### src/rtl/pshr_pkg.sv
// Shared types, constants and tables for the phase shifter / hilbert rotator.
// No dependencies; every other rtl file refers to this package by scoped names.
`default_nettype none

package pshr_pkg;

  // delay line and hilbert filter geometry
  localparam int LINE_LEN     = 65;
  localparam int LINE_MID     = LINE_LEN / 2;
  localparam int HIL_TAPS     = (LINE_MID + 1) / 2;
  localparam int LINE_AW      = $clog2(LINE_LEN);
  localparam int CORDIC_ITERS = 20;
  localparam int MUL_STEPS    = 8;
  localparam logic signed [32:0] CORDIC_K = 33'sd652032874;

  // configuration register indexes
  localparam logic [3:0] CFG_REAL_MODE    = 4'd0;
  localparam logic [3:0] CFG_USE_CONTROL  = 4'd1;
  localparam logic [3:0] CFG_FIXED_PHASE  = 4'd2;
  localparam logic [3:0] CFG_SENSITIVITY  = 4'd3;
  localparam logic [3:0] CFG_QUANT_MODE   = 4'd4;
  localparam logic [3:0] CFG_NUM_BITS     = 4'd5;
  localparam logic [3:0] CFG_PHASE_OFFSET = 4'd6;
  localparam logic [3:0] CFG_GAIN         = 4'd7;

  typedef struct packed {
    logic               real_mode;
    logic               use_control;
    logic [15:0]        fixed_phase;
    logic signed [15:0] sensitivity;
    logic               quant_mode;
    logic [4:0]         num_bits;
    logic [15:0]        phase_offset;
    logic [15:0]        gain;
  } cfg_t;

  // one item between front and back
  typedef struct packed {
    logic signed [15:0] sample_i;
    logic signed [15:0] sample_q;
    logic [15:0]        phase;
  } work_t;

  // one finished result
  typedef struct packed {
    logic signed [15:0] out_i;
    logic signed [15:0] out_q;
    logic [15:0]        phase;
  } res_t;

  // cordic angle table, 2^32 per turn
  function automatic logic [29:0] cordic_atan(input logic [4:0] i);
    logic [29:0] v;
    case (i)
      5'd0:  v = 30'd536870912;
      5'd1:  v = 30'd316933406;
      5'd2:  v = 30'd167458907;
      5'd3:  v = 30'd85004756;
      5'd4:  v = 30'd42667331;
      5'd5:  v = 30'd21354465;
      5'd6:  v = 30'd10679838;
      5'd7:  v = 30'd5340245;
      5'd8:  v = 30'd2670163;
      5'd9:  v = 30'd1335087;
      5'd10: v = 30'd667544;
      5'd11: v = 30'd333772;
      5'd12: v = 30'd166886;
      5'd13: v = 30'd83443;
      5'd14: v = 30'd41722;
      5'd15: v = 30'd20861;
      5'd16: v = 30'd10430;
      5'd17: v = 30'd5215;
      5'd18: v = 30'd2607;
      5'd19: v = 30'd1303;
      default: v = 30'd0;
    endcase
    return v;
  endfunction

  // hilbert taps for odd offsets m = 2j+1, 2/pi at 2^30 divided by m
  function automatic logic [29:0] hil_coef(input logic [3:0] j);
    logic [29:0] v;
    case (j)
      4'd0:  v = 30'd683565276;
      4'd1:  v = 30'd227855092;
      4'd2:  v = 30'd136713055;
      4'd3:  v = 30'd97652182;
      4'd4:  v = 30'd75951697;
      4'd5:  v = 30'd62142298;
      4'd6:  v = 30'd52581944;
      4'd7:  v = 30'd45571018;
      4'd8:  v = 30'd40209722;
      4'd9:  v = 30'd35977120;
      4'd10: v = 30'd32550727;
      4'd11: v = 30'd29720229;
      4'd12: v = 30'd27342611;
      4'd13: v = 30'd25317232;
      4'd14: v = 30'd23571216;
      4'd15: v = 30'd22050493;
      default: v = 30'd0;
    endcase
    return v;
  endfunction

  // clamp to a 16-bit signed sample
  function automatic logic signed [15:0] sat16(input logic signed [39:0] v);
    logic signed [15:0] r;
    if (v > 40'sd32767)       r = 16'sh7FFF;
    else if (v < -40'sd32768) r = 16'sh8000;
    else                      r = v[15:0];
    return r;
  endfunction

endpackage

`default_nettype wire

### src/rtl/pshr_queue.sv
// Two-entry queue of work items between the front and the back.
// Depends on pshr_pkg for the item type.
`default_nettype none

module pshr_queue (
  input  wire                 clk,
  input  wire                 rst_n,
  input  wire                 push,
  input  pshr_pkg::work_t     push_data,
  output logic                q_full,
  input  wire                 pop,
  output logic                q_empty,
  output pshr_pkg::work_t     pop_data
);

  pshr_pkg::work_t ent_r [2];
  logic       wp_r, rp_r;
  logic [1:0] cnt_r;
  logic       do_push, do_pop;

  assign q_full   = (cnt_r == 2'd2);
  assign q_empty  = (cnt_r == 2'd0);
  assign do_push  = push && !q_full;
  assign do_pop   = pop && !q_empty;
  assign pop_data = ent_r[rp_r];

  // pointers and fill count
  always_ff @(posedge clk) begin
    if (!rst_n) begin
      wp_r  <= 1'b0;
      rp_r  <= 1'b0;
      cnt_r <= 2'd0;
    end else begin
      if (do_push) wp_r <= ~wp_r;
      if (do_pop)  rp_r <= ~rp_r;
      if (do_push && !do_pop)      cnt_r <= cnt_r + 2'd1;
      else if (do_pop && !do_push) cnt_r <= cnt_r - 2'd1;
    end
  end

  // storage
  always_ff @(posedge clk) begin
    if (do_push) ent_r[wp_r] <= push_data;
  end

endmodule

`default_nettype wire

### config.mk
export PLATFORM = sky130hd
export DESIGN_NAME = pshr_queue
export DESIGN_NICKNAME = d
export VERILOG_FILES = /design/src/rtl/pshr_pkg.sv /design/src/rtl/pshr_queue.sv
export SDC_FILE = /design/constraint.sdc
export NUM_CORES = 1
export LEC_CHECK = 0
export BUFFER_PORTS_ARGS = -buffer_cell sky130_fd_sc_hd__buf_2
export CORE_UTILIZATION = 46
export DETAILED_ROUTE_END_ITERATION = 12
export PLACE_DENSITY_LB_ADDON = 0.25
export SYNTH_ARGS = -nofsm -noshare
export SYNTH_HDL_FRONTEND = slang
export SYNTH_SLANG_ARGS = --single-unit
export TNS_END_PERCENT = 5
### constraint.sdc
create_clock -name clk -period 3 [get_ports clk]
set_input_delay 0.6 -clock clk [delete_from_list [all_inputs] [get_ports clk]]
set_output_delay 0.6 -clock clk [all_outputs]
set_load 0.005 [all_outputs]
==> impl_metrics.env <==
export IMPL_cp_arrival_ns=1.61
export IMPL_yosys_warnings=0
export IMPL_setup_viol=0
export IMPL_finalCriticalPeriod_ns=2.21
export IMPL_overflow=0
export IMPL_syn_area_per_cell_um2=21.2
export IMPL_max_freq_mhz=453
export IMPL_gp_congestion=0.702
export IMPL_synth_top_family_by_area="multiplexers"
export IMPL_ys_ff_latch=101
export IMPL_synthCells=174
export IMPL_worst_pin_slew_ns=0.595
export IMPL_synthFlopType="edfxtp_1"
export IMPL_status="completed"
export IMPL_finalCritPeriodShare=0.735
export IMPL_synth_xor_area_frac=0.00711
export IMPL_instances_no_fill=391
export IMPL_fillers=619
export IMPL_post_cts_resized=0
export IMPL_cts_tree="built"
export IMPL_cts_sinks=101
export IMPL_tns_ns=0
export IMPL_synth_simple_area_share=0.0149
export IMPL_first_pass_iters=4
export IMPL_cts_root_buf="clkbuf_8"
export IMPL_drc_errors=0
export IMPL_nets=337
export IMPL_yosysMostFrequentCell="edfxtp_1"
export IMPL_clock_skew_ns=0.0105
export IMPL_port_buffers=101
export IMPL_synth_cell_types=23
export IMPL_core_area_um2=7770
export IMPL_die_w_um=91.7
export IMPL_yosys_mux_area_fraction=0.146
export IMPL_cts_buffer_depth=2
export IMPL_synthArstFlopShare=0
export IMPL_grt_max_degree=41
export IMPL_dp_hpwl_um=3930
export IMPL_critPathLaunchType="flip-flop"
export IMPL_vias=1878
export IMPL_hold_viol=0
export IMPL_rsz0062_at_grt="false"
export IMPL_leakage_nw=1.68
export IMPL_synth_area_um2=3700
export IMPL_dp_cells=375
export IMPL_synth_edf_count=96
export IMPL_wirelength_um=5900
export IMPL_yosys_area_top_type="edfxtp_1"
export IMPL_initial_core_util=0.476
export IMPL_rows=32
export IMPL_worst_setup_path_end_kind="output pin"
export IMPL_antenna_found_initial=0
export IMPL_synthTopCellsByCount="edfxtp_1, mux2_2, dfxtp_1, and2_1"
export IMPL_via_per_inst=4.80
export IMPL_ioPinCount=102
export IMPL_whs_ns=0.431
export IMPL_path_max_fanout=40
export IMPL_synthAdderAreaFrac=0.00338
export IMPL_crit_buf_inv=2
export IMPL_synthesis_nets=227
export IMPL_dr_first_iter_drc_count=74
export IMPL_hold_class="input port to flip-flop"
export IMPL_clk_pin_slew_ns=0.10
export IMPL_cpPeakStageDelay_ns=0.47
export IMPL_grt_pass1_vias=1950
export IMPL_critPathTopFamily="flip-flops"
export IMPL_placed_area_um2=4360
export IMPL_slew_limit_headroom=0.604
export IMPL_yosysSeqAreaShare=0.807
export IMPL_drive_gt1_frac=0.581
export IMPL_path_class="flip-flop to output pin"
export IMPL_die_h_um=91.7
export IMPL_synth_area_top_cells="edfxtp_1, mux2_2, dfxtp_1"
export IMPL_worst_path_max_delay_cell="dfxtp_2"
export IMPL_crit_chain="buf_12 -> mux2_2 -> buf_2"
export IMPL_crit_required_ns=2.40
export IMPL_cts_hold_buf=0
export IMPL_maxCapViolations=0
export IMPL_clk_latency_ns=0.35
export IMPL_yosysTopAreaCellShare=0.780
export IMPL_fin_area_um2=4530
export IMPL_ir_worst_vdd_v=0.000455
export IMPL_slew_viol_final=0
export IMPL_synth_compound_area_frac=0.00880
export IMPL_cts_made_buffers=9
export IMPL_cts_setup_buffers=0
export IMPL_grtUsageTotal=0.149
export IMPL_wl_per_cell_um=15.1
export IMPL_cts_htree_levels=3
export IMPL_area_growth_pct=22.6
export IMPL_postRouteAntennaNets=0
export IMPL_power_density_nw_per_um2=765
export IMPL_die_area_um2=8400
export IMPL_grt_pass1_wl_um=9380
export IMPL_antenna_cells=0
-- kinds of logic after synthesis --
group                    count (synthesis)
AND/OR/NAND/NOR                          9
multiplexers                            48
flip-flops                             101
AO/OA/AOI/OAI                            5
XOR/XNOR                                 3
buffers and inverters                    7
adder cells (fa/ha/maj)                  1
-- state kept, by name, indices dropped and copies added (netlist names), named ones only --
name   count
cnt_r      2
ent_r     96
rp_r       1
wp_r       1
-- path summary, 6_finish.rpt --
check / start / to / slack [ns] / depth (start not counted)
worst max register to register: cnt_r[0]$_SDFFE_PN0P_ / ent_r[1][29]$_DFFE_PP_ / 1.24 / 3
worst min register to register: cnt_r[1]$_SDFFE_PN0P_ / cnt_r[1]$_SDFFE_PN0P_ / 0.56 / 2
worst max-delay path: flip-flop / pop_data[20] / 0.79 / 3
worst min-delay path: push_data[18] / ent_r[1][18]$_DFFE_PP_ / 0.43 / 1
-- layer usage --
layer | vias up | share of wire | GRT usage
met3 | 7 | 0.066 | 0.0423
met4 | 0 | 0.012 | 0.0635
li1 | 899 | - | -
met1 | 908 | 0.44 | 0.192
met2 | 64 | 0.48 | 0.239
met5 | - | 0 | 0
-- per-stage QoR --
step	total power [mW]	setup slack (ns)	utilization
global route	3.66	0.713	0.584
CTS	3.52	0.758	0.584
finish	3.47	0.794	0.584
detailed placement	2.77	1.08	0.561
floorplan	2.40	0.712	-
global placement	2.75	1.11	0.561
-- final cells by class --
| cell class | instances | area (um^2) | area share |
|---|---|---|---|
| Sequential cell | 101 | 2980 | 0.658 |
| Multi-Input combinational cell | 66 | 674 | 0.149 |
| Timing Repair Buffer | 104 | 566 | 0.125 |
| Tap cell | 102 | 128 | 0.0282 |
| Clock buffer | 9 | 124 | 0.0273 |
| Clock inverter | 7 | 50.0 | 0.0110 |
| Inverter | 2 | 7.51 | 0.00166 |
-- report_power, final --
part           switching [mW]  internal, mW  total (mW)
Combinational           0.405         0.471       0.875
Clock                   0.448         0.305       0.753
Sequential             0.0695          1.77        1.84
-- layout by cell type, fill, tap and decap left out, types with 2 or more instances in the layout --
| cell type | instances |
|---|---|
| buf_2 | 101 |
| mux2_1 | 2 |
| buf_12 | 3 |
| edfxtp_1 | 96 |
| clkinv_1 | 2 |
| clkbuf_8 | 9 |
| nor2_1 | 2 |
| xnor2_1 | 2 |
| dfxtp_1 | 4 |
| clkinvlp_4 | 3 |
| mux2_2 | 46 |
| and2_1 | 3 |
-- worst register-to-register path, stage by stage, from the launching register on --
cell      delay, ns
dfxtp_1        0.42
nand2b_1       0.18
and3_2         0.59
buf_12         0.28
Note: power is estimated with default switching activity, not from simulation.
