$ cat src/rtl/pshr_pkg.sv
// Shared types, constants and tables for the phase shifter / hilbert rotator.
// No dependencies; every other rtl file refers to this package by scoped names.
`default_nettype none

package pshr_pkg;

  // delay line and hilbert filter geometry
  localparam int LINE_LEN     = 65;
  localparam int LINE_MID     = LINE_LEN / 2;
  localparam int HIL_TAPS     = (LINE_MID + 1) / 2;
  localparam int LINE_AW      = $clog2(LINE_LEN);
  localparam int CORDIC_ITERS = 20;
  localparam int MUL_STEPS    = 8;
  localparam logic signed [32:0] CORDIC_K = 33'sd652032874;

  // configuration register indexes
  localparam logic [3:0] CFG_REAL_MODE    = 4'd0;
  localparam logic [3:0] CFG_USE_CONTROL  = 4'd1;
  localparam logic [3:0] CFG_FIXED_PHASE  = 4'd2;
  localparam logic [3:0] CFG_SENSITIVITY  = 4'd3;
  localparam logic [3:0] CFG_QUANT_MODE   = 4'd4;
  localparam logic [3:0] CFG_NUM_BITS     = 4'd5;
  localparam logic [3:0] CFG_PHASE_OFFSET = 4'd6;
  localparam logic [3:0] CFG_GAIN         = 4'd7;

  typedef struct packed {
    logic               real_mode;
    logic               use_control;
    logic [15:0]        fixed_phase;
    logic signed [15:0] sensitivity;
    logic               quant_mode;
    logic [4:0]         num_bits;
    logic [15:0]        phase_offset;
    logic [15:0]        gain;
  } cfg_t;

  // one item between front and back
  typedef struct packed {
    logic signed [15:0] sample_i;
    logic signed [15:0] sample_q;
    logic [15:0]        phase;
  } work_t;

  // one finished result
  typedef struct packed {
    logic signed [15:0] out_i;
    logic signed [15:0] out_q;
    logic [15:0]        phase;
  } res_t;

  // cordic angle table, 2^32 per turn
  function automatic logic [29:0] cordic_atan(input logic [4:0] i);
    logic [29:0] v;
    case (i)
      5'd0:  v = 30'd536870912;
      5'd1:  v = 30'd316933406;
      5'd2:  v = 30'd167458907;
      5'd3:  v = 30'd85004756;
      5'd4:  v = 30'd42667331;
      5'd5:  v = 30'd21354465;
      5'd6:  v = 30'd10679838;
      5'd7:  v = 30'd5340245;
      5'd8:  v = 30'd2670163;
      5'd9:  v = 30'd1335087;
      5'd10: v = 30'd667544;
      5'd11: v = 30'd333772;
      5'd12: v = 30'd166886;
      5'd13: v = 30'd83443;
      5'd14: v = 30'd41722;
      5'd15: v = 30'd20861;
      5'd16: v = 30'd10430;
      5'd17: v = 30'd5215;
      5'd18: v = 30'd2607;
      5'd19: v = 30'd1303;
      default: v = 30'd0;
    endcase
    return v;
  endfunction

  // hilbert taps for odd offsets m = 2j+1, 2/pi at 2^30 divided by m
  function automatic logic [29:0] hil_coef(input logic [3:0] j);
    logic [29:0] v;
    case (j)
      4'd0:  v = 30'd683565276;
      4'd1:  v = 30'd227855092;
      4'd2:  v = 30'd136713055;
      4'd3:  v = 30'd97652182;
      4'd4:  v = 30'd75951697;
      4'd5:  v = 30'd62142298;
      4'd6:  v = 30'd52581944;
      4'd7:  v = 30'd45571018;
      4'd8:  v = 30'd40209722;
      4'd9:  v = 30'd35977120;
      4'd10: v = 30'd32550727;
      4'd11: v = 30'd29720229;
      4'd12: v = 30'd27342611;
      4'd13: v = 30'd25317232;
      4'd14: v = 30'd23571216;
      4'd15: v = 30'd22050493;
      default: v = 30'd0;
    endcase
    return v;
  endfunction

  // clamp to a 16-bit signed sample
  function automatic logic signed [15:0] sat16(input logic signed [39:0] v);
    logic signed [15:0] r;
    if (v > 40'sd32767)       r = 16'sh7FFF;
    else if (v < -40'sd32768) r = 16'sh8000;
    else                      r = v[15:0];
    return r;
  endfunction

endpackage

`default_nettype wire

$ cat src/rtl/pshr_front.sv
// Front end: accepts items, forms the control phase, quantises and offsets it.
// Depends on pshr_pkg; feeds pshr_queue.
`default_nettype none

module pshr_front (
  input  wire                 clk,
  input  wire                 rst_n,
  input  pshr_pkg::cfg_t      cfg,
  input  wire                 push,
  output logic                full,
  input  wire  signed [15:0]  in_sample_i,
  input  wire  signed [15:0]  in_sample_q,
  input  wire  signed [15:0]  in_control_volts,
  output logic                q_push,
  input  wire                 q_full,
  output pshr_pkg::work_t     q_data
);

  logic               v_r;
  logic signed [31:0] prod_r;
  logic signed [15:0] si_r, sq_r;
  logic               accept;
  logic [31:0]        rnd;
  logic [15:0]        ph_src, ph_q, ph_fin, qmask;
  logic [4:0]         sh;
  logic [16:0]        half, qsum;
  logic               do_quant;

  assign full   = v_r && q_full;
  assign accept = push && !full;
  assign q_push = v_r;

  // control phase: (sens * volts + 2048) >> 12, wrapped to 16 bits
  assign rnd    = prod_r + 32'sd2048;
  assign ph_src = cfg.use_control ? rnd[27:12] : cfg.fixed_phase;

  // half-up rounding to 2^num_bits steps
  assign do_quant = cfg.quant_mode && (cfg.num_bits != 5'd0) && (cfg.num_bits < 5'd16);
  assign sh       = 5'd16 - cfg.num_bits;
  assign half     = 17'd1 << (sh - 5'd1);
  assign qsum     = {1'b0, ph_src} + half;
  assign qmask    = 16'hFFFF << sh;
  assign ph_q     = do_quant ? (qsum[15:0] & qmask) : ph_src;
  assign ph_fin   = ph_q + cfg.phase_offset;

  assign q_data.sample_i = si_r;
  assign q_data.sample_q = sq_r;
  assign q_data.phase    = ph_fin;

  // stage valid
  always_ff @(posedge clk) begin
    if (!rst_n) begin
      v_r <= 1'b0;
    end else if (accept) begin
      v_r <= 1'b1;
    end else if (!q_full) begin
      v_r <= 1'b0;
    end
  end

  // stage payload
  always_ff @(posedge clk) begin
    if (accept) begin
      prod_r <= cfg.sensitivity * in_control_volts;
      si_r   <= in_sample_i;
      sq_r   <= in_sample_q;
    end
  end

endmodule

`default_nettype wire

$ cat config.mk
export PLATFORM = sky130hd
export DESIGN_NAME = pshr_front
export DESIGN_NICKNAME = d
export VERILOG_FILES = /design/src/rtl/pshr_pkg.sv /design/src/rtl/pshr_front.sv
export SDC_FILE = /design/constraint.sdc
export NUM_CORES = 1
export LEC_CHECK = 0
export BUFFER_PORTS_ARGS = -buffer_cell sky130_fd_sc_hd__buf_4
export CAP_MARGIN = 5
export CORE_MARGIN = 4
export CORE_UTILIZATION = 48
export CTS_CLUSTER_DIAMETER = 150
export DETAILED_ROUTE_END_ITERATION = 16
export GPL_TIMING_DRIVEN = 0
export PLACE_DENSITY = 0.78
export SLEW_MARGIN = 5
export SYNTH_ARGS = -nofsm -noshare
export SYNTH_HDL_FRONTEND = slang
export SYNTH_SLANG_ARGS = --single-unit
$ cat constraint.sdc
create_clock -name clk -period 10 [get_ports clk]
set_clock_uncertainty 0.2 [all_clocks]
set_input_delay 1.5 -clock clk [delete_from_list [all_inputs] [get_ports clk]]
set_output_delay 1.5 -clock clk [all_outputs]
set_load 0.01 [all_outputs]
==> key figures <==
Outcome
  – Status: finished, final reports clean

Routing
  – Post-DRT Antenna Nets: 0
  – Initial DRC Count: 595
  – WL/cell: 17.3 um
  – Vias post-DR: about 10,000
  – WL final: 31,700 um
  – Total iterations of the first detailed-routing run: 5
  – DR vias/cell: 5.31
  – Remaining DRCs: 0

Timing
  – Slew HR: 0.470
  – # setup viols final: 0
  – Final hold vios: 0
  – Least-Margin Pin Slew: 794 ps
  – Final Worst Setup Slack: 553 ps
  – F_max: 106 MHz
  – Final Max Tran Viols: 0
  – Final period util: 0.945
  – Tmin final: 9450 ps
  – Hold_ws: approximately 540 ps

Power
  – Sequential share of power: 0.110
  – Sw Pwr: around 2.5 mW
  – Leak: roughly 7.0 nW
  – Cell Int Power: 2.55 mW
  – Switching part of the total: 0.491
  – PwrDens: 353 nW/um^2
  – Comb pwr share: 0.851
  – Max VDD drop: a little over 0.4 mV
  – Clock Power Share: 0.038

Hold path
  – Min-Delay Path Class: flop to flop

GRT
  – Largest net degree at the start of global routing: 34
  – Gr usage total: 0.230
  – First-pass GRT wire length: roughly 53,000 um
  – Vias in the first global route: 10,530
  – Total gr overflow: 0
  – Initial antenna violation count: 1

Cells and area
  – Layout Nets: 1,978
  – Area Growth Syn to Fin: 14.7%
  – Fin area: 14,200 sq um
  – ANT cells: 0
  – Fin util: 0.562
  – Final Non-Filler Cells: 1,839
  – Filler cells: 2,246
  – Layout cell share with drive strength beyond 1: 0.123

Clock tree
  – Worst-path clk slew: 70 ps
  – Root Buffer: clkbuf_16
  – Skew-Pair Late Insertion Delay: 280 ps
  – CTS tree: built
  – CTS buffer count: 5
  – Num Clock Sinks: 50
  – Clk buf depth: 2
  – H-tree depth: 2

Logic synthesis
  – Top_reg_cell synth: edfxtp_1
  – Synth cell types: 55
  – Synth Register Bits: 50
  – Post-synth ARST share: 0
  – Synth top cells by count: inv_1, fa_1, nand2_1, and2_1, ha_1
  – Syn Inst Count: 1,342
  – Synth area leader: fa_1
  – Net Count, Synth: approximately 1,800
  – Post-synth EDFFs: 49
  – Post-Syn Area: around 12,000 sq um
  – Top cells by area, synth: fa_1, edfxtp_1, ha_1, inv_1, and2_1
  – Top-count cell post-synth: inv_1
  – Yosys warns: 0
  – Avg Inst Size Synth: 9.22 sq um
  – Synth top area share: 0.372
  – Sequential area share after synthesis: 0.121

Place
  – HPWL after DPL: 27,500 um
  – GP Congestion: between 0.9 and 1
  – Cells after DPL: around 1,800
  – Dpl ws: 196 ps
  – Area after DPL: 14,000 sq um
  – # port buffers: 156

Worst setup path
  – Critical path capture point type: output pin
  – CP max stage delay: approximately 500 ps
  – Setup crit start kind: input pin
  – Worst Setup Path Type: input pin to output pin
  – Max Fanout on Critical Path: 9
  – Critical Path AT: about 7800 ps
  – Slowest-stage cell, CP: or4_1
  – Top Family by Delay on Critical Path: compound AO/OA/AOI/OAI gates
  – Critical path's most frequent cell: ha_1
  – Worst path bufs/invs: 4
  – Crit path required time: 8300 ps

Floorplanning
  – Die extent in y: 169 um
  – # rows: 58
  – Effective utilization at floorplan: 0.490
  – Core region area: 25,300 sq um
  – Die area: 28,400 sq um
  – DIE WIDTH: 169 um
  – IO Pins: ~170

Run
  – Maxcap violations: 0
==> per-layer routing <==
metal,GRT usage,part of all wire,vias to the layer above
met5,0,0.00041,-
met4,0.0769,0.035,2
met3,0.0411,0.084,86
met2,0.408,0.49,399
met1,0.286,0.39,4786
li1,-,-,4489
==> tightest hold or removal path, stage by stage (launching register included) <==
cell and delay (ps):
dfxtp_1 320, and2_1 200, o21a_1 180
==> path summary, 6_finish.rpt <==
path	start	endpoint	slack, ps	cells past startpoint
setup / recovery	cfg[32]	q_data[15]	550	31
hold / removal	q_push	q_push	540	2
setup reg to reg	q_push	prod_r[26]	8250	3
hold reg to reg	q_push	q_push	540	2
==> layout by cell type, fill, tap and decap left out, types with 3 or more instances in the layout <==
cell type,netlist,layout
a2111oi_2,1,3
a211o_1,4,4
a211oi_1,4,4
a21o_1,9,9
a21oi_1,48,48
a22o_1,3,3
a31o_2,3,3
a31oi_1,4,4
and2_1,125,125
and3_1,10,10
buf_4,0,159
clkbuf_1,38,37
clkbuf_16,0,5
edfxtp_1,49,49
fa_1,230,230
ha_1,116,115
inv_1,285,285
nand2_1,156,156
nand2b_1,8,8
nand3_1,17,17
nand4_1,6,6
nor2_1,52,52
nor2b_1,5,4
nor3_1,11,11
o2111ai_1,4,4
o211ai_1,4,4
o21a_1,6,6
o21ai_0,15,15
o21ai_1,4,4
o21bai_1,3,3
o31ai_1,6,6
or3_1,3,3
or4_1,3,3
xnor2_1,55,55
xor2_1,25,25
==> sequential cells by signal, summed over array words and instances (netlist names) <==
signal	cells
q_push	1
si_r	16
prod_r	17
sq_r	16
==> power groups by stage <==
stage	Clock, mW	Combinational [mW]	Sequential [mW]
after global routing	0.207	4.93	0.558
final	0.193	4.27	0.552
after floorplan	0	3.24	0.554
after CTS	0.198	4.36	0.552
after detailed placement	0	4.33	0.557
after global placement	0	4.14	0.556
==> timing repair <==
action                     CTS  global route
setup endpoints to repair    0             2
setup buffers                0             3
gates resized for setup      0             4
hold buffers                 0             0
==> area by class of cell <==
cell class / instances / area, sq um / area share
timing repair buffer: 160 / 1210 / 0.0855
multi-input combinational: 968 / 9690 / 0.683
sequential: 50 / 1490 / 0.105
clock buffer: 5 / 125 / 0.00882
buffer: 38 / 143 / 0.0100
clock inverter: 3 / 48.8 / 0.00344
inverter: 285 / 1070 / 0.0754
tap: 330 / 413 / 0.0291
==> cells by family after synthesis <==
logic type / after synthesis / share of synthesized area
xor gates and xnor gates: 80 / 0.0566
muxes: 1 / 0.000910
buffers and inverters: 324 / 0.0983
AOI/OAI and AO/OA: 131 / 0.0695
and+or+nand+nor: 410 / 0.165
DFF: 50 / 0.121
adders and majority gates: 346 / 0.489
==> stage by stage <==
stage | total power [mW] | setup TNS (ps)
3_3_place_gp | 4.70 | 0
6_report | 5.01 | 0
5_1_grt | 5.69 | -0.608
2_1_floorplan | 3.79 | 0
3_5_place_dp | 4.89 | 0
4_1_cts | 5.11 | 0
(Power assumes the default switching activity.)
